==> config.mk <==
export PLATFORM = sky130hd
export DESIGN_NAME = ttce_cmdq
export DESIGN_NICKNAME = d
export VERILOG_FILES = /design/src/rtl/ttce_pkg.sv /design/src/rtl/ttce_cmdq.sv
export SDC_FILE = /design/constraint.sdc
export NUM_CORES = 1
export LEC_CHECK = 0
export BUFFER_PORTS_ARGS = -buffer_cell sky130_fd_sc_hd__buf_2
export CAP_MARGIN = 25
export CORE_UTILIZATION = 48
export CTS_BUF_LIST = sky130_fd_sc_hd__clkbuf_8
export CTS_CLUSTER_DIAMETER = 100
export DETAILED_ROUTE_END_ITERATION = 7
export HOLD_SLACK_MARGIN = 0.03
export PLACE_DENSITY_LB_ADDON = 0.08
export SYNTH_ARGS = -nofsm -noshare
export SYNTH_HDL_FRONTEND = slang
export SYNTH_SLANG_ARGS = --single-unit
==> constraint.sdc <==
create_clock -name clk -period 2.2 [get_ports clk]
set_input_delay 0.66 -clock clk [delete_from_list [all_inputs] [get_ports clk]]
set_output_delay 0.66 -clock clk [all_outputs]
set_load 0.02 [all_outputs]
==> src/rtl/ttce_pkg.sv <==
// Shared types and character constants for the text terminal character engine.
// Depends on nothing; the decoder, command queue, executor and top import it.
`default_nettype none

package ttce_pkg;

  // Character codes recognized by the engine.
  localparam logic [7:0] CH_NUL      = 8'h00;
  localparam logic [7:0] CH_BEL      = 8'h07;
  localparam logic [7:0] CH_BS       = 8'h08;
  localparam logic [7:0] CH_LF       = 8'h0A;
  localparam logic [7:0] CH_VT       = 8'h0B;
  localparam logic [7:0] CH_FF       = 8'h0C;
  localparam logic [7:0] CH_CR       = 8'h0D;
  localparam logic [7:0] CH_SO       = 8'h0E;
  localparam logic [7:0] CH_SI       = 8'h0F;
  localparam logic [7:0] CH_SUB      = 8'h1A;
  localparam logic [7:0] CH_ESC      = 8'h1B;
  localparam logic [7:0] CH_RS       = 8'h1E;
  localparam logic [7:0] CH_SPACE    = 8'h20;
  localparam logic [7:0] CH_ROW_MAX  = 8'h37;
  localparam logic [7:0] CH_EQUAL    = 8'h3D;
  localparam logic [7:0] CH_COL_MAX  = 8'h6F;

  // Commands passed from the decoder to the executor.
  typedef enum logic [3:0] {
    OP_NOP,
    OP_READ,
    OP_BELL,
    OP_BS,
    OP_LF,
    OP_VT,
    OP_FF,
    OP_CR,
    OP_CLEAR,
    OP_HOME,
    OP_POS,
    OP_PUT
  } op_t;

  typedef struct packed {
    op_t        op;
    logic [7:0] data;  // character to store
    logic [4:0] row;   // read row or escape row offset
    logic [6:0] col;   // read column or escape column offset
  } cmd_t;

  // Executor states.
  typedef enum logic [2:0] {
    BK_IDLE,
    BK_READ,
    BK_FILL,
    BK_SCROLL,
    BK_DRAIN
  } bk_state_t;

endpackage

`default_nettype wire

==> src/rtl/ttce_cmdq.sv <==
// Two-entry command queue between the decoder and the executor.
// Depends on ttce_pkg.
`default_nettype none

module ttce_cmdq
  import ttce_pkg::*;
(
  input  wire logic clk,
  input  wire logic rst_n,
  input  wire logic push,
  input  wire cmd_t din,
  output      logic full,
  input  wire logic pop,
  output      cmd_t dout,
  output      logic empty
);

  cmd_t       slots_r [2];
  logic       wr_ptr_r, rd_ptr_r;
  logic [1:0] count_r, count_nxt;
  logic       do_push, do_pop;

  assign full    = (count_r == 2'd2);
  assign empty   = (count_r == 2'd0);
  assign do_push = push && !full;
  assign do_pop  = pop && !empty;
  assign dout    = slots_r[rd_ptr_r];

  always_comb begin
    count_nxt = count_r;
    if (do_push && !do_pop) begin
      count_nxt = count_r + 2'd1;
    end else if (do_pop && !do_push) begin
      count_nxt = count_r - 2'd1;
    end
  end

  always_ff @(posedge clk) begin
    if (!rst_n) begin
      wr_ptr_r <= 1'b0;
      rd_ptr_r <= 1'b0;
      count_r  <= 2'd0;
    end else begin
      count_r <= count_nxt;
      if (do_push) begin
        wr_ptr_r <= !wr_ptr_r;
      end
      if (do_pop) begin
        rd_ptr_r <= !rd_ptr_r;
      end
    end
  end

  always_ff @(posedge clk) begin
    if (do_push) begin
      slots_r[wr_ptr_r] <= din;
    end
  end

endmodule

`default_nettype wire

==> impl_metrics.tcl, run 1 <==
set metrics [dict create \
    outcome "complete, no violations" \
    io_pins 54 \
    critical_path_required_ns 1.54 \
    layout_min_cycle_time_ns 2.05 \
    core_um2 3800 \
    clk_latency_ns 0.30 \
    worstSetupEndpointType "output port" \
    drc 0 \
    tns_ns 0 \
    firstDrtPassIters 4 \
    synth-warning-count 0 \
    arrival_ns 1.39 \
    drt-total-wl_mm 2.91 \
    die_area_um2 4340 \
    grt_start_max_net_pins 16 \
    p_leak_nw 0.937 \
    yosysTopAreaCell "edfxtp_1" \
    postRouteAntennaNets 0 \
    max_freq_mhz 487 \
    fin_hold_ws_ns 0.520 \
    synth.cell_area_um2 1960 \
    setup_viol 0 \
    grt_antenna_before_repair 0 \
    whs_path_depth 2 \
    yosys.area.top_type_share_pct 73.5 \
    grt_use_met2_pct 27.3 \
    port_buffers 53 \
    fin_crit_sh_pct 93.2 \
    r2r_slack_ns 0.62 \
    synth.most_common_cell "edfxtp_1" \
    vias 1046 \
    maxCapViolations 0 \
    synthToLayoutAreaGrowth_pct 23.9 \
    p_per_area_nw_per_um2 1160 \
    drive_gt1_share_pct 55.5 \
    cp.buffers_inverters 2 \
    critPathMaxFanout 14 \
    cpLargestDelayFamily "buffers and inverters" \
    hpwl_mm 2.09 \
    holdCritStartpoint "count_r[1]" \
    synth_top_flop_cell "edfxtp_1" \
    syn-num-nets 129 \
    cts_hold_buffers 0 \
    path_cells "buf_4, mux2_2, buf_2" \
    antennaDiodeCount 0 \
    vias_per_cell 4.93 \
    hold_violations 0 \
    grt_busiest_layer "met2" \
    die_y_um 65.9 \
    cts_made_buffers 5 \
    timing.rr.end "count_r[1]" \
    ys_ff_latch 53 \
    grt_first_pass_wirelength_mm 4.58 \
    cts-htree-levels 2 \
    post_cts_buffers 0 \
    grt-ovfl-total 0 \
    worst_pin_slew_ns 0.225 \
    synth_edf_count 48 \
    min_to "count_r[1]" \
    utilization_pct 63.9 \
    crit_path_start_kind "flip-flop" \
    crit_type "reg2out" \
    async_flop_share_pct 0 \
    cts.sinks 53 \
    root_buffer "clkbuf_8" \
    start_util_pct 51.6 \
    cts_tree "done" \
    grt_use_total_pct 15.4 \
    met1_usage_pct 15.5 \
    max_slew_margin_pct 84.9 \
    min_path_type "reg2reg" \
    cp_slowest_cell "mux2_2" \
    initialDrtViolationCount 32 \
    yosysUniqueCellTypes 20 \
    yosys-top-cells-area "edfxtp_1 (74%), mux2_2 (14%), dfxtp_1 (5.1%)" \
    finalPower_mw 2.81 \
    r2r_start "count_r[0]" \
    die-width_um 65.9 \
    fin_skew_ns 0.00762 \
    gp_congestion 0.634 \
    slew_violations 0 \
    peakVddDrop_mv 0.671 \
    seq_area_frac_synth_pct 78.6 \
    wl_per_cell_um 13.7 \
    cts_resized 0 \
    use_met3_pct 6.03 \
    syn_inst 100 \
    cts.path.max_buffers 2 \
    synth_commonest_cells "edfxtp_1 (48), mux2_2 (24), dfxtp_1 (5)" \
    clkTransAtPathRegs_ns 0.08 \
    core.rowCount 22 \
    max_stage_delay_ns 0.36 \
    fin_nets 192 \
    reg2reg_depth 6 \
    grt_pass1_vias 1051 \
    syn_avg_cell_area_um2 19.6 \
    grt_setup_unrepaired "false" \
]
[registers in the layout, indices dropped and copies added (netlist names), named ones only]
name and flops:
rd_ptr_r 1, count_r 2, slots_r 48, wr_ptr_r 1
[kinds of logic (layout without fill, tap and decap cells)]
| group | Yosys count | count (layout) | share of synthesized area, % |
|---|---|---|---|
| flip-flops | 53 | 53 | 78.6 |
| multiplexers | 24 | 24 | 13.8 |
| AND/OR/NAND/NOR | 9 | 9 | 2.81 |
| AO/OA/AOI/OAI | 5 | 5 | 1.66 |
| buffers and inverters | 5 | 69 | 1.15 |
| XOR/XNOR | 3 | 3 | 1.34 |
| adder cells (fa/ha/maj) | 1 | 1 | 0.638 |
[worst max-delay path by stage]
stage | slack [ns] | depth (start not counted) | from | endpoint
after floorplan | 0.07 | 2 | push | slots_r[0][0]
after global placement | 0.41 | 6 | push | count_r[1]
after detailed placement | 0.38 | 6 | push | count_r[1]
after CTS | 0.12 | 3 | flip-flop | dout[16]
after global routing | 0.08 | 3 | flip-flop | dout[16]
final | 0.15 | 3 | flip-flop | dout[16]
[layout make-up]
| cell class | count | area (um^2) |
|---|---|---|
| flip-flops and latches | 53 | 1540 |
| repair buffers | 59 | 310 |
| multi-input cells | 42 | 403 |
| clock buffers | 5 | 68.8 |
| clock inverters | 3 | 37.5 |
| well taps | 48 | 60.1 |
| fillers | 289 | 1370 |
| inverters | 2 | 7.51 |
[layout by cell type (no fill, tap or decap), types with 2 or more instances in the layout]
master,instances
and2_1,3
dfxtp_1,5
xnor2_1,2
inv_1,2
buf_4,6
clkbuf_8,5
edfxtp_1,48
buf_2,53
nor2_1,2
mux2_2,24
[stage by stage]
stage / setup slack, ns / instances / area (um^2)
6_report: 0.149 / 212 / 2430
4_1_cts: 0.118 / 212 / 2430
3_5_place_dp: 0.379 / 204 / 2320
5_1_grt: 0.0760 / 212 / 2430
2_1_floorplan: 0.0654 / 100 / 1960
3_3_place_gp: 0.414 / 204 / 2320
[power breakdown]
group / internal (mW) / switching [mW] / leakage, nW / total (mW)
Combinational: 0.380 / 0.499 / 0.390 / 0.878
Clock: 0.331 / 0.284 / 0.0570 / 0.615
Sequential: 1.27 / 0.0516 / 0.490 / 1.32
Total: 1.98 / 0.835 / 0.937 / 2.81
[metal layers]
layer / share of wire [%] / wire length (um)
met5: 0 / 0
met4: 1.9 / 55
met3: 6.3 / 184
met2: 52 / 1520
met1: 39 / 1150
[worst min-delay path: stages, from the launching register on]
cell and delay, ns:
dfxtp_1 0.34, o21ai_0 0.08, a21boi_1 0.06
Note: power is estimated with default switching activity, not from simulation.
==> inputs of run 2 (changes only) <==
--- a/config.mk
+++ b/config.mk
@@ -12,7 +12,7 @@
 export CTS_CLUSTER_DIAMETER = 100
 export DETAILED_ROUTE_END_ITERATION = 7
 export HOLD_SLACK_MARGIN = 0.03
-export PLACE_DENSITY_LB_ADDON = 0.08
+export PLACE_DENSITY = 0.83
 export SYNTH_ARGS = -nofsm -noshare
 export SYNTH_HDL_FRONTEND = slang
 export SYNTH_SLANG_ARGS = --single-unit
==> run 2 against run 1 <==
  * Sequential share of layout area rose by 0.93 points
  * Highest routed layer unchanged
  * Cell count fell by 0.94%
  * Cell area fell by 1.4%
  * Largest power group unchanged
  * Combinational power barely moved
  * Critical path type unchanged
  * Utilization fell by 0.92 points
  * Fmax rose by 0.67%
  * Critical path depth did not move
  * Critical endpoint is now dout[21]
  * Register-to-register slack got worse by 0.14 ns
  * Routed wire length rose by 6.8%
==> impl_metrics.tcl, run 2 (same netlist as run 1, synthesis figures left out) <==
set metrics [dict create \
    holdCritStartpoint "din[14]" \
    grt_setup_unrepaired "false" \
    clkTransAtPathRegs_ns 0.09 \
    place_ws_ns 0.302 \
    vias 1048 \
    cts_tree "done" \
    finalPower_mw 2.71 \
    port_buffers 53 \
    grt_start_max_net_pins 25 \
    cts-htree-levels 2 \
    tns_ns 0 \
    cp_slowest_cell "mux2_2" \
    grt_first_pass_wirelength_mm 4.87 \
    hold_violations 0 \
    initialDrtViolationCount 64 \
    die_y_um 65.9 \
    path_cells "buf_4, mux2_2, buf_2" \
    fin_crit_sh_pct 92.6 \
    slew_violations 0 \
    top_regs "slots_r: 48 flops, count_r: 2 flops" \
    worst_pin_slew_ns 0.321 \
    hpwl_mm 2.22 \
    final_cell_mix "buf_2 (53), edfxtp_1 (48), mux2_2 (24)" \
    peakVddDrop_mv 0.791 \
    cts_made_buffers 5 \
    max_slew_margin_pct 78.6 \
    critPathMaxFanout 14 \
    layout_min_cycle_time_ns 2.04 \
    crit_type "reg2out" \
    p_per_area_nw_per_um2 1130 \
    regMostFlops "slots_r" \
    p_switching_mw 0.850 \
    whs_path_depth 1 \
    utilization_pct 63.0 \
    io_pins 54 \
    grt_antenna_before_repair 0 \
    layout_commonest_cell "buf_2" \
    die_area_um2 4340 \
    reg2reg_depth 6 \
    maxCapViolations 0 \
    clk_latency_ns 0.29 \
    core_um2 3800 \
    min_to "slots_r[1][14]" \
    drc 0 \
    postRouteAntennaNets 0 \
    max_freq_mhz 491 \
    timing.rr.end "count_r[1]" \
    min_path_type "in2reg" \
    outcome "complete, no violations" \
    synthToLayoutAreaGrowth_pct 22.1 \
    cts_resized 0 \
    start_util_pct 51.6 \
    max_stage_delay_ns 0.37 \
    p_clk_share_pct 18.8 \
    root_buffer "clkbuf_8" \
    critical_path_required_ns 1.54 \
    crit_path_start_kind "flip-flop" \
    wl_per_cell_um 14.8 \
    setup_viol 0 \
    cts_hold_buffers 0 \
    gp_congestion 0.593 \
    worstSetupEndpointType "output port" \
    p_leak_nw 0.913 \
    die-width_um 65.9 \
    fin_hold_ws_ns 0.549 \
    fin_skew_ns 0.00390 \
    grt_pass1_vias 1093 \
    r2r_start "count_r[0]" \
    post_cts_buffers 0 \
    antennaDiodeCount 0 \
    drt-total-wl_mm 3.11 \
    cts.path.max_buffers 2 \
    r2r_slack_ns 0.48 \
    vias_per_cell 4.99 \
    drive_gt1_share_pct 56.2 \
    arrival_ns 1.38 \
    p_seq_share_pct 48.9 \
    fin_nets 190 \
    core.rowCount 22 \
    intPower_mw 1.86 \
    cts.sinks 53 \
    grt-ovfl-total 0 \
    finalWorstSetupSlack_ns 0.162 \
    swShare_pct 31.4 \
    p_comb_share_pct 32.4 \
    firstDrtPassIters 2 \
    largest_reg_flops 48 \
    grt_use_total_pct 15.8 \
]
==> run 2: changes by cell type in the layout (fill, tap and decap cells not counted) <==
| cell | previous run | this run |
|---|---|---|
| buf_4 | 6 | 4 |
| bufinv_16 | 1 | 0 |
| clkinv_1 | 1 | 0 |
| clkinv_2 | 0 | 2 |
| clkinvlp_4 | 0 | 1 |
| inv_1 | 2 | 1 |
==> run 2: per-layer routing <==
layer  vias up  global-route usage, %  part of all wire [%]
met5         -                      0                     0
met4         0                   3.26                  0.58
met3         2                   6.03                   7.1
met2        36                   30.1                    54
met1       506                   16.1                    38
li1        504                      -                     -
==> run 2: cell type report <==
| cell class | instances | area [um^2] |
|---|---|---|
| multi-input combinational | 42 | 403 |
| clock inverter | 3 | 17.5 |
| inverter | 2 | 7.51 |
| clock buffer | 5 | 68.8 |
| fill | 297 | 1410 |
| timing repair buffer | 57 | 295 |
| sequential | 53 | 1540 |
| tap | 48 | 60.1 |
==> run 2: critical path, delay by kind of cell, from the launching register on <==
kind / cells / cell delay, ns
mux: 1 / 0.37
flops: 1 / 0.33
buf+inv: 2 / 0.38
==> run 2: per-stage QoR <==
stage / cells / cell area, um^2
after CTS: 210 / 2390
final: 210 / 2390
after floorplan: 100 / 1960
after global placement: 202 / 2310
after global routing: 210 / 2390
after detailed placement: 202 / 2310
==> run 2: worst max path at each step <==
stage	to	slack [ns]	cells past startpoint	from
2_1_floorplan	slots_r[0][0]	0.07	2	push
3_3_place_gp	count_r[1]	0.42	6	push
3_5_place_dp	count_r[1]	0.30	6	push
4_1_cts	dout[21]	0.14	3	flip-flop
5_1_grt	dout[21]	0.11	3	flip-flop
6_report	dout[21]	0.16	3	flip-flop
==> run 2: power by group through the flow <==
stage               Combinational (mW)  Clock [mW]  Sequential, mW
floorplan                        0.623           0            1.33
global placement                 0.861           0            1.33
detailed placement               0.889           0            1.35
CTS                              0.894       0.523            1.33
global route                     0.949       0.559            1.34
finish                           0.877       0.508            1.32
