==> src/rtl/ttce_pkg.sv <==
// Shared types and character constants for the text terminal character engine.
// Depends on nothing; the decoder, command queue, executor and top import it.
`default_nettype none

package ttce_pkg;

  // Character codes recognized by the engine.
  localparam logic [7:0] CH_NUL      = 8'h00;
  localparam logic [7:0] CH_BEL      = 8'h07;
  localparam logic [7:0] CH_BS       = 8'h08;
  localparam logic [7:0] CH_LF       = 8'h0A;
  localparam logic [7:0] CH_VT       = 8'h0B;
  localparam logic [7:0] CH_FF       = 8'h0C;
  localparam logic [7:0] CH_CR       = 8'h0D;
  localparam logic [7:0] CH_SO       = 8'h0E;
  localparam logic [7:0] CH_SI       = 8'h0F;
  localparam logic [7:0] CH_SUB      = 8'h1A;
  localparam logic [7:0] CH_ESC      = 8'h1B;
  localparam logic [7:0] CH_RS       = 8'h1E;
  localparam logic [7:0] CH_SPACE    = 8'h20;
  localparam logic [7:0] CH_ROW_MAX  = 8'h37;
  localparam logic [7:0] CH_EQUAL    = 8'h3D;
  localparam logic [7:0] CH_COL_MAX  = 8'h6F;

  // Commands passed from the decoder to the executor.
  typedef enum logic [3:0] {
    OP_NOP,
    OP_READ,
    OP_BELL,
    OP_BS,
    OP_LF,
    OP_VT,
    OP_FF,
    OP_CR,
    OP_CLEAR,
    OP_HOME,
    OP_POS,
    OP_PUT
  } op_t;

  typedef struct packed {
    op_t        op;
    logic [7:0] data;  // character to store
    logic [4:0] row;   // read row or escape row offset
    logic [6:0] col;   // read column or escape column offset
  } cmd_t;

  // Executor states.
  typedef enum logic [2:0] {
    BK_IDLE,
    BK_READ,
    BK_FILL,
    BK_SCROLL,
    BK_DRAIN
  } bk_state_t;

endpackage

`default_nettype wire

==> src/rtl/ttce_front.sv <==
// Front end: accepts input words, tracks the ESC '=' row col sequence and
// turns each word into a command. Depends on ttce_pkg.
`default_nettype none

module ttce_front
  import ttce_pkg::*;
(
  input  wire logic       clk,
  input  wire logic       rst_n,
  input  wire logic       in_push,
  input  wire logic       stall,
  input  wire logic       in_req_type,
  input  wire logic [7:0] in_rx_byte,
  input  wire logic [4:0] in_read_row,
  input  wire logic [6:0] in_read_col,
  output      logic       in_full,
  output      logic       cmd_push,
  output      cmd_t       cmd
);

  typedef enum logic [1:0] {
    ESC_IDLE,
    ESC_START,
    ESC_EQUAL,
    ESC_ROW
  } esc_t;

  esc_t       esc_r, esc_nxt;
  logic [7:0] esc_row_r, esc_row_nxt;
  logic       accept;
  logic       row_ok;
  logic       col_ok;

  assign in_full  = stall;
  assign accept   = in_push && !stall;
  assign cmd_push = accept;
  assign row_ok   = in_rx_byte inside {[CH_SPACE:CH_ROW_MAX]};
  assign col_ok   = in_rx_byte inside {[CH_SPACE:CH_COL_MAX]};

  // Sequence state.
  always_comb begin
    esc_nxt     = esc_r;
    esc_row_nxt = esc_row_r;
    if (accept && !in_req_type) begin
      case (esc_r)
        ESC_IDLE: begin
          if (in_rx_byte == CH_ESC) begin
            esc_nxt = ESC_START;
          end
        end
        ESC_START: begin
          esc_nxt = (in_rx_byte == CH_EQUAL) ? ESC_EQUAL : ESC_IDLE;
        end
        ESC_EQUAL: begin
          if (row_ok) begin
            esc_nxt     = ESC_ROW;
            esc_row_nxt = in_rx_byte;
          end else begin
            esc_nxt = ESC_IDLE;
          end
        end
        default: begin
          esc_nxt = ESC_IDLE;
        end
      endcase
    end
  end

  // Command decode.
  always_comb begin
    cmd.op   = OP_NOP;
    cmd.data = in_rx_byte;
    cmd.row  = in_read_row;
    cmd.col  = in_read_col;
    if (in_req_type) begin
      cmd.op = OP_READ;
    end else begin
      case (esc_r)
        ESC_IDLE: begin
          case (in_rx_byte)
            CH_NUL, CH_SO, CH_SI, CH_ESC: cmd.op = OP_NOP;
            CH_BEL:  cmd.op = OP_BELL;
            CH_BS:   cmd.op = OP_BS;
            CH_LF:   cmd.op = OP_LF;
            CH_VT:   cmd.op = OP_VT;
            CH_FF:   cmd.op = OP_FF;
            CH_CR:   cmd.op = OP_CR;
            CH_SUB:  cmd.op = OP_CLEAR;
            CH_RS:   cmd.op = OP_HOME;
            default: cmd.op = OP_PUT;
          endcase
        end
        ESC_ROW: begin
          if (col_ok) begin
            cmd.op  = OP_POS;
            cmd.row = 5'(esc_row_r - CH_SPACE);
            cmd.col = 7'(in_rx_byte - CH_SPACE);
          end
        end
        default: begin
          cmd.op = OP_NOP;
        end
      endcase
    end
  end

  always_ff @(posedge clk) begin
    if (!rst_n) begin
      esc_r     <= ESC_IDLE;
      esc_row_r <= 8'h00;
    end else begin
      esc_r     <= esc_nxt;
      esc_row_r <= esc_row_nxt;
    end
  end

endmodule

`default_nettype wire

==> config.mk <==
export PLATFORM = sky130hd
export DESIGN_NAME = ttce_front
export DESIGN_NICKNAME = d
export VERILOG_FILES = /design/src/rtl/ttce_pkg.sv /design/src/rtl/ttce_front.sv
export SDC_FILE = /design/constraint.sdc
export NUM_CORES = 1
export LEC_CHECK = 0
export ABC_AREA = 1
export BUFFER_PORTS_ARGS = -buffer_cell sky130_fd_sc_hd__buf_4
export CORE_UTILIZATION = 40
export CTS_CLUSTER_DIAMETER = 40
export DETAILED_ROUTE_END_ITERATION = 8
export PLACE_DENSITY = 0.71
export SYNTH_ARGS = -nofsm -noshare
export SYNTH_HDL_FRONTEND = slang
export SYNTH_SLANG_ARGS = --single-unit
export TNS_END_PERCENT = 20
==> constraint.sdc <==
create_clock -name clk -period 1.5 [get_ports clk]
set_input_delay 0.075 -clock clk [delete_from_list [all_inputs] [get_ports clk]]
set_output_delay 0.075 -clock clk [all_outputs]
set_load 0.01 [all_outputs]
==> metrics.cfg, run 1 <==
[routing]
vias=1190
postRouteWirelength_um=2720
first_pass_iters=4
post_drt_wl_per_cell_um=11.5
drc=0
drtIter0Drc=39
routed_via_density=5.02
ant_nets=0

[sta]
period_needed_ns=1.50
rsz0062_at_grt=yes
clock.fmax_mhz=668
tns_ns=0
worst_pin_slew_ns=0.246
finClkSkew_ns=0.0124
relSlewSlack_pct=83.5
hold_violations=0
setup_viol=0
fin_ws_ns=0.00357
whs_ns=0.0777
fin_crit_sh_pct=99.8
slew_violations=0

[worst_setup_path]
startpoint=esc_r[1]
cp_max_fo=18
startpoint_type=flip-flop
cp-end-kind=primary output
r2r_start=esc_r[0]
crit_required_ns=1.42
arrival_ns=1.42
critical_path_class=reg -> out

[finish]
fin_area_um2=1400
areaGrowthSynthToFinish_pct=48.5
drive_gt1_share_pct=36.8
fill_cells=221
final_common_cell=nand2_1
num_antenna_cells=0
layout_common_cells=56 x nand2_1, 54 x buf_4, 16 x inv_1, 16 x nor2_1, 10 x nand3_1
fin_nets=244

[grt]
grt_usage_pct=21.7
antenna_found_initial=0
grt_pass1_vias=1063
grt_first_pass_wirelength_um=4380
grt_max_degree=19
grt.overflow.total=0

[clocking]
numCtsBuffers=3
cts_max_level=1
clock_sinks=7
clk_pin_slew_ns=0.06
cts_tree=yes
clock_path_buffers=2
cts-root-buf=clkbuf_4
clock_latency_ns=0.26

[power]
switching_share_pct=33.3
pwr-share-comb_pct=39.2
cellInternalPower_mw=0.399
cellLeakagePower_nw=0.792
pwr_density_cell_nw_per_um2=429
seq_power_share_pct=30.5
clockPowerShare_pct=30.3
peakVddDrop_mv=0.448
switchingPower_mw=0.199

[place]
place_area_um2=1270
io_buffers=50
dp_hpwl_um=2000
routabilityCongestion=0.900
post-place-ws_ns=0.0398

[logic_synthesis]
yosysTopAreaCell=nand2_1
synth_xor_area_share_pct=0
synthAdderAreaFrac_pct=12.0
ys_seq_elements=7
synth_compound_area_share_pct=12.4
synthDistinctLibCells=19
netlist_area_um2=940
synthMuxAreaShare_pct=0
synthCells=161
syn_nets=195
yosys-top-cells-area=nand2_1 23%, dfxtp_1 15%, ha_1 12%
synth_top_area_share_pct=22.8
yosys_warnings=0
seq_area_frac_synth_pct=14.9
synth_top_family_by_area=simple AND/OR/NAND/NOR gates
yosys.area_share.simple_pct=43.1
synth_area_per_cell_um2=5.84

[min_path]
hold_path_class=in -> reg
hp-start=rst_n

[floorplanning]
dieHeight_um=50.5
pin_count=51
core_um2=2210
start_util_pct=42.5
die_area_um2=2550
row_count=17
die_x_um=50.5

[outcome]
status=finished, final reports clean

[job]
maxCapViolations=0

cell type report:
type | instances | area, um2 | share of cell area, %
multi-input cells | 123 | 687 | 49.2
repair buffers | 55 | 417 | 29.9
flip-flops and latches | 7 | 148 | 10.6
inverters | 20 | 82.6 | 5.92
well taps | 28 | 35.0 | 2.51
clock buffers | 4 | 26.3 | 1.88
cells in the mapped netlist (all sizes together):
master / n
nand2: 58
inv: 20
nor2: 20
o21ai: 14
buf: 11
nand3: 11
ha: 9
a21oi: 7
dfxtp: 7
nor3: 3
nand4: 1
through the flow:
step	std cells	utilization (%)	power, mW
after detailed placement	229	57.4	0.417
final	237	63.1	0.599
after global placement	229	57.4	0.415
after CTS	236	61.5	0.588
after floorplan	161	-	0.302
after global routing	237	63.1	0.633
final timing paths:
| kind | depth (start not counted) | slack, ns | endpoint |
|---|---|---|---|
| max reg2reg | 8 | 0.13 | esc_row_r[3] |
| max | 6 | 0.004 | cmd[5] |
| min | 3 | 0.08 | esc_r[1] |
| min reg2reg | 2 | 0.54 | esc_row_r[2] |
worst max-delay path, cell delays in order (launching register included):
cell and delay (ns):
dfxtp_4 0.39, ha_4 0.14, nand4_4 0.12, nor2_8 0.13, inv_4 0.09, o21ai_1 0.14, buf_4 0.14
kinds of logic after synthesis:
family                     Yosys count
AOI/OAI and AO/OA                   21
DFF                                  7
buffers and inverters               31
and+or+nand+nor                     93
adders and majority gates            9
state kept, by name (all words and copies together) (netlist names):
signal     count
esc_r          2
esc_row_r      5
power groups by stage:
stage	clock [mW]	combinational [mW]	sequential, mW
final	0.182	0.235	0.183
after global routing	0.195	0.256	0.182
after CTS	0.175	0.230	0.183
after detailed placement	0	0.227	0.190
after global placement	0	0.225	0.190
after floorplan	0	0.112	0.190
metal layers:
metal	track usage, %	vias up	wire length, um
met4	9.72	0	83
met2	38.7	52	1380
li1	-	594	-
met1	25.5	531	1080
met3	3.03	13	174
met5	0	-	0
repair_timing:
item	in CTS	in global routing
gates cloned	0	0
gates resized for setup	15	8
hold buffers	0	0
setup endpoints to repair	15	20
setup buffers	3	1
pin swaps	2	1
hold endpoints to repair	0	0
Power figures use the tool's default switching activity.
==> inputs of run 2 (changes only) <==
--- a/config.mk
+++ b/config.mk
@@ -7,8 +7,7 @@
 export LEC_CHECK = 0
-export ABC_AREA = 1
 export BUFFER_PORTS_ARGS = -buffer_cell sky130_fd_sc_hd__buf_4
-export CORE_UTILIZATION = 40
+export CORE_UTILIZATION = 45
 export CTS_CLUSTER_DIAMETER = 40
 export DETAILED_ROUTE_END_ITERATION = 8
-export PLACE_DENSITY = 0.71
+export PLACE_DENSITY = 0.77
 export SYNTH_ARGS = -nofsm -noshare
==> constraint.sdc (replaced) <==
create_clock -name clk -period 1.5 [get_ports clk]
set_input_delay 0.225 -clock clk [delete_from_list [all_inputs] [get_ports clk]]
set_output_delay 0.225 -clock clk [all_outputs]
set_load 0.01 [all_outputs]
==> run 2 against run 1 <==
  * The flow now finishes with violations (negative setup slack)
  * Critical path type unchanged
  * Clock skew decreased by 0.0051 ns
  * Cell count decreased by 17%
  * Global-route usage increased by 5.8 points
  * Sequential share of layout area decreased by 1.3 points
  * Critical endpoint is now cmd[7]
==> metrics.cfg, run 2 <==
[outcome]
status=finished, violations left
violations=negative setup slack

[logic_synthesis]
seq_area_frac_synth_pct=14.1  ; -0.83 points
synthCells=112  ; -30%
synth_edf_count=0  ; unchanged
ys_top_cells_by_count=9 x buf_4, 9 x ha_1, 9 x inv_1, 9 x mux2_4, 9 x nor2b_1
ys_seq_elements=7  ; unchanged
netlist_area_um2=995  ; +5.9%
syn_nets=146  ; -25%
yosys_warnings=0  ; unchanged
synth_top_area_share_pct=14.1  ; -8.7 points
yosysTopAreaCell=dfxtp_1
ys_dominant_reg_cell=dfxtp_1
synth_area_per_cell_um2=8.88  ; +52%
yosys-top-cells-area=dfxtp_1 14%, mux2_4 14%, ha_1 11%
async_flop_share_pct=0  ; unchanged
synthDistinctLibCells=37  ; +18

[place]
dp_hpwl_um=2180  ; +9.0%
routabilityCongestion=0.853  ; -5.3%
dp.cells=190  ; -17%
post-place-ws_ns=-0.172  ; -0.212 ns
io_buffers=50  ; unchanged
place_area_um2=1480  ; +16%

[clocking]
clk_pin_slew_ns=0.05  ; about the same
cts_tree=yes
numCtsBuffers=3  ; unchanged
cts_max_level=1  ; unchanged
clock_latency_ns=0.25  ; about the same
clock_path_buffers=2  ; unchanged
clock_sinks=7  ; unchanged
cts_hold_buf=0  ; unchanged
cts-root-buf=clkbuf_4

[floorplanning]
row_count=16  ; -1
die_x_um=49.0  ; -2.9%
die_area_um2=2400  ; -5.7%
dieHeight_um=49.0  ; -2.9%
core_um2=2020  ; -8.6%
start_util_pct=49.2  ; +6.7 points
pin_count=51  ; unchanged

[routing]
ant_nets=0  ; unchanged
postRouteWirelength_um=3060  ; +13%
vias=1030  ; -13%
drc=0  ; unchanged
routed_via_density=5.26  ; +4.7%
first_pass_iters=4  ; unchanged
post_drt_wl_per_cell_um=15.6  ; +36%
drtIter0Drc=22  ; -44%

[sta]
tns_ns=-5.28  ; -5.28 ns
slew_violations=0  ; unchanged
period_needed_ns=1.88  ; +0.384 ns
setup_viol=16  ; +16
whs_ns=0.255  ; +0.177 ns
hold_violations=0  ; unchanged
finClkSkew_ns=0.00731  ; -0.00505 ns
worst_pin_slew_ns=0.311  ; +0.0651 ns
relSlewSlack_pct=79.1  ; -4.3 points
fin_ws_ns=-0.380  ; -0.384 ns
rsz0062_at_grt=yes
fin_crit_sh_pct=125  ; +26 points
clock.fmax_mhz=532  ; -20%

[power]
pwr_density_cell_nw_per_um2=388  ; -9.5%
clockPowerShare_pct=26.3  ; -4.0 points
cellInternalPower_mw=0.439  ; +9.8%
seq_power_share_pct=29.4  ; -1.1 points
pwr-share-comb_pct=44.2  ; +5.0 points
cellLeakagePower_nw=0.788  ; -0.45%
switchingPower_mw=0.182  ; -8.5%
power_mw=0.621  ; +3.7%
switching_share_pct=29.4  ; -3.9 points
peakVddDrop_mv=0.424  ; -5.5%

[grt]
antenna_found_initial=0  ; unchanged
grt_pass1_vias=1068  ; +0.47%
grt.overflow.total=0  ; unchanged
grt_max_degree=13  ; -6
grt_first_pass_wirelength_um=4990  ; +14%
grt_usage_pct=27.5  ; +5.8 points

[job]
maxCapViolations=0  ; unchanged

[worst_setup_path]
cp-end-kind=primary output
startpoint_type=flip-flop
crit_required_ns=1.27  ; -0.15 ns
arrival_ns=1.66  ; +0.24 ns
critical_path_class=reg -> out
cp_max_fo=7  ; -11

[finish]
regMostFlops=esc_row_r
drive_gt1_share_pct=58.0  ; +21 points
utilization_pct=79.1  ; +16 points
fin_area_um2=1600  ; +15%
fin_nets=204  ; -16%
final_common_cell=buf_4
areaGrowthSynthToFinish_pct=60.8
layout_common_cells=53 x buf_4, 14 x buf_6, 11 x mux2_4
reg_top3=esc_row_r (5), esc_r (2)
num_antenna_cells=0  ; unchanged
fin_cells=196  ; -17%
largest_reg_flops=5  ; unchanged

[min_path]
hold_path_class=in -> reg

==> run 2: path summary, 6_finish.rpt <==
path | from | end | slack, ns | cells after the start
worst max-delay path | esc_r[1] | cmd[7] | -0.38 | 6
worst min-delay path | rst_n | esc_row_r[4] | 0.25 | 2
worst max register to register | esc_r[0] | esc_row_r[1] | 0.08 | 6
worst min register to register | esc_row_r[3] | esc_row_r[3] | 0.54 | 2
==> run 2: cell families (layout without fill, tap and decap cells) <==
kind of cell | after synthesis | after routing | synth area share [%]
muxes | 19 | 19 | 23.9
and+or+nand+nor | 36 | 36 | 23.3
buffers and inverters | 24 | 81 | 14.7
AOI/OAI and AO/OA | 17 | 17 | 12.7
adders and majority gates | 9 | 9 | 11.3
DFF | 7 | 7 | 14.1
==> run 2: routing by layer <==
metal	up-vias	GRT usage [%]	routed length, um
met4	0	14.7	101
met3	10	3.43	117
met2	37	52.3	1610
met1	478	29.0	1230
met5	-	0	0
li1	505	-	-
==> run 2: layout make-up <==
cell class | instances | area [um2]
timing repair buffer | 68 | 576
inverter | 9 | 33.8
multi-input combinational | 81 | 782
fill | 131 | 423
clock buffer | 4 | 26.3
tap | 27 | 33.8
sequential | 7 | 148
==> run 2: repair_timing <==
item                                    4_1_cts  5_1_grt
pin swaps                                     8        1
resized for setup                            22        0
endpoints found under the hold margin         0        0
endpoints found under the setup margin       16       17
buffers inserted                              2        0
==> run 2: worst max-delay path: stages (launching register included) <==
cell	delay (ns)
dfxtp_4	0.37
ha_4	0.14
o2111ai_4	0.13
nor2_4	0.17
buf_12	0.16
mux2_4	0.32
buf_6	0.12
==> run 2: power groups by stage <==
stage	sequential [mW]	clock [mW]	combinational, mW
final	0.183	0.163	0.275
after global routing	0.183	0.180	0.293
after detailed placement	0.188	0	0.253
after floorplan	0.188	0	0.124
after CTS	0.183	0.173	0.271
after global placement	0.188	0	0.249
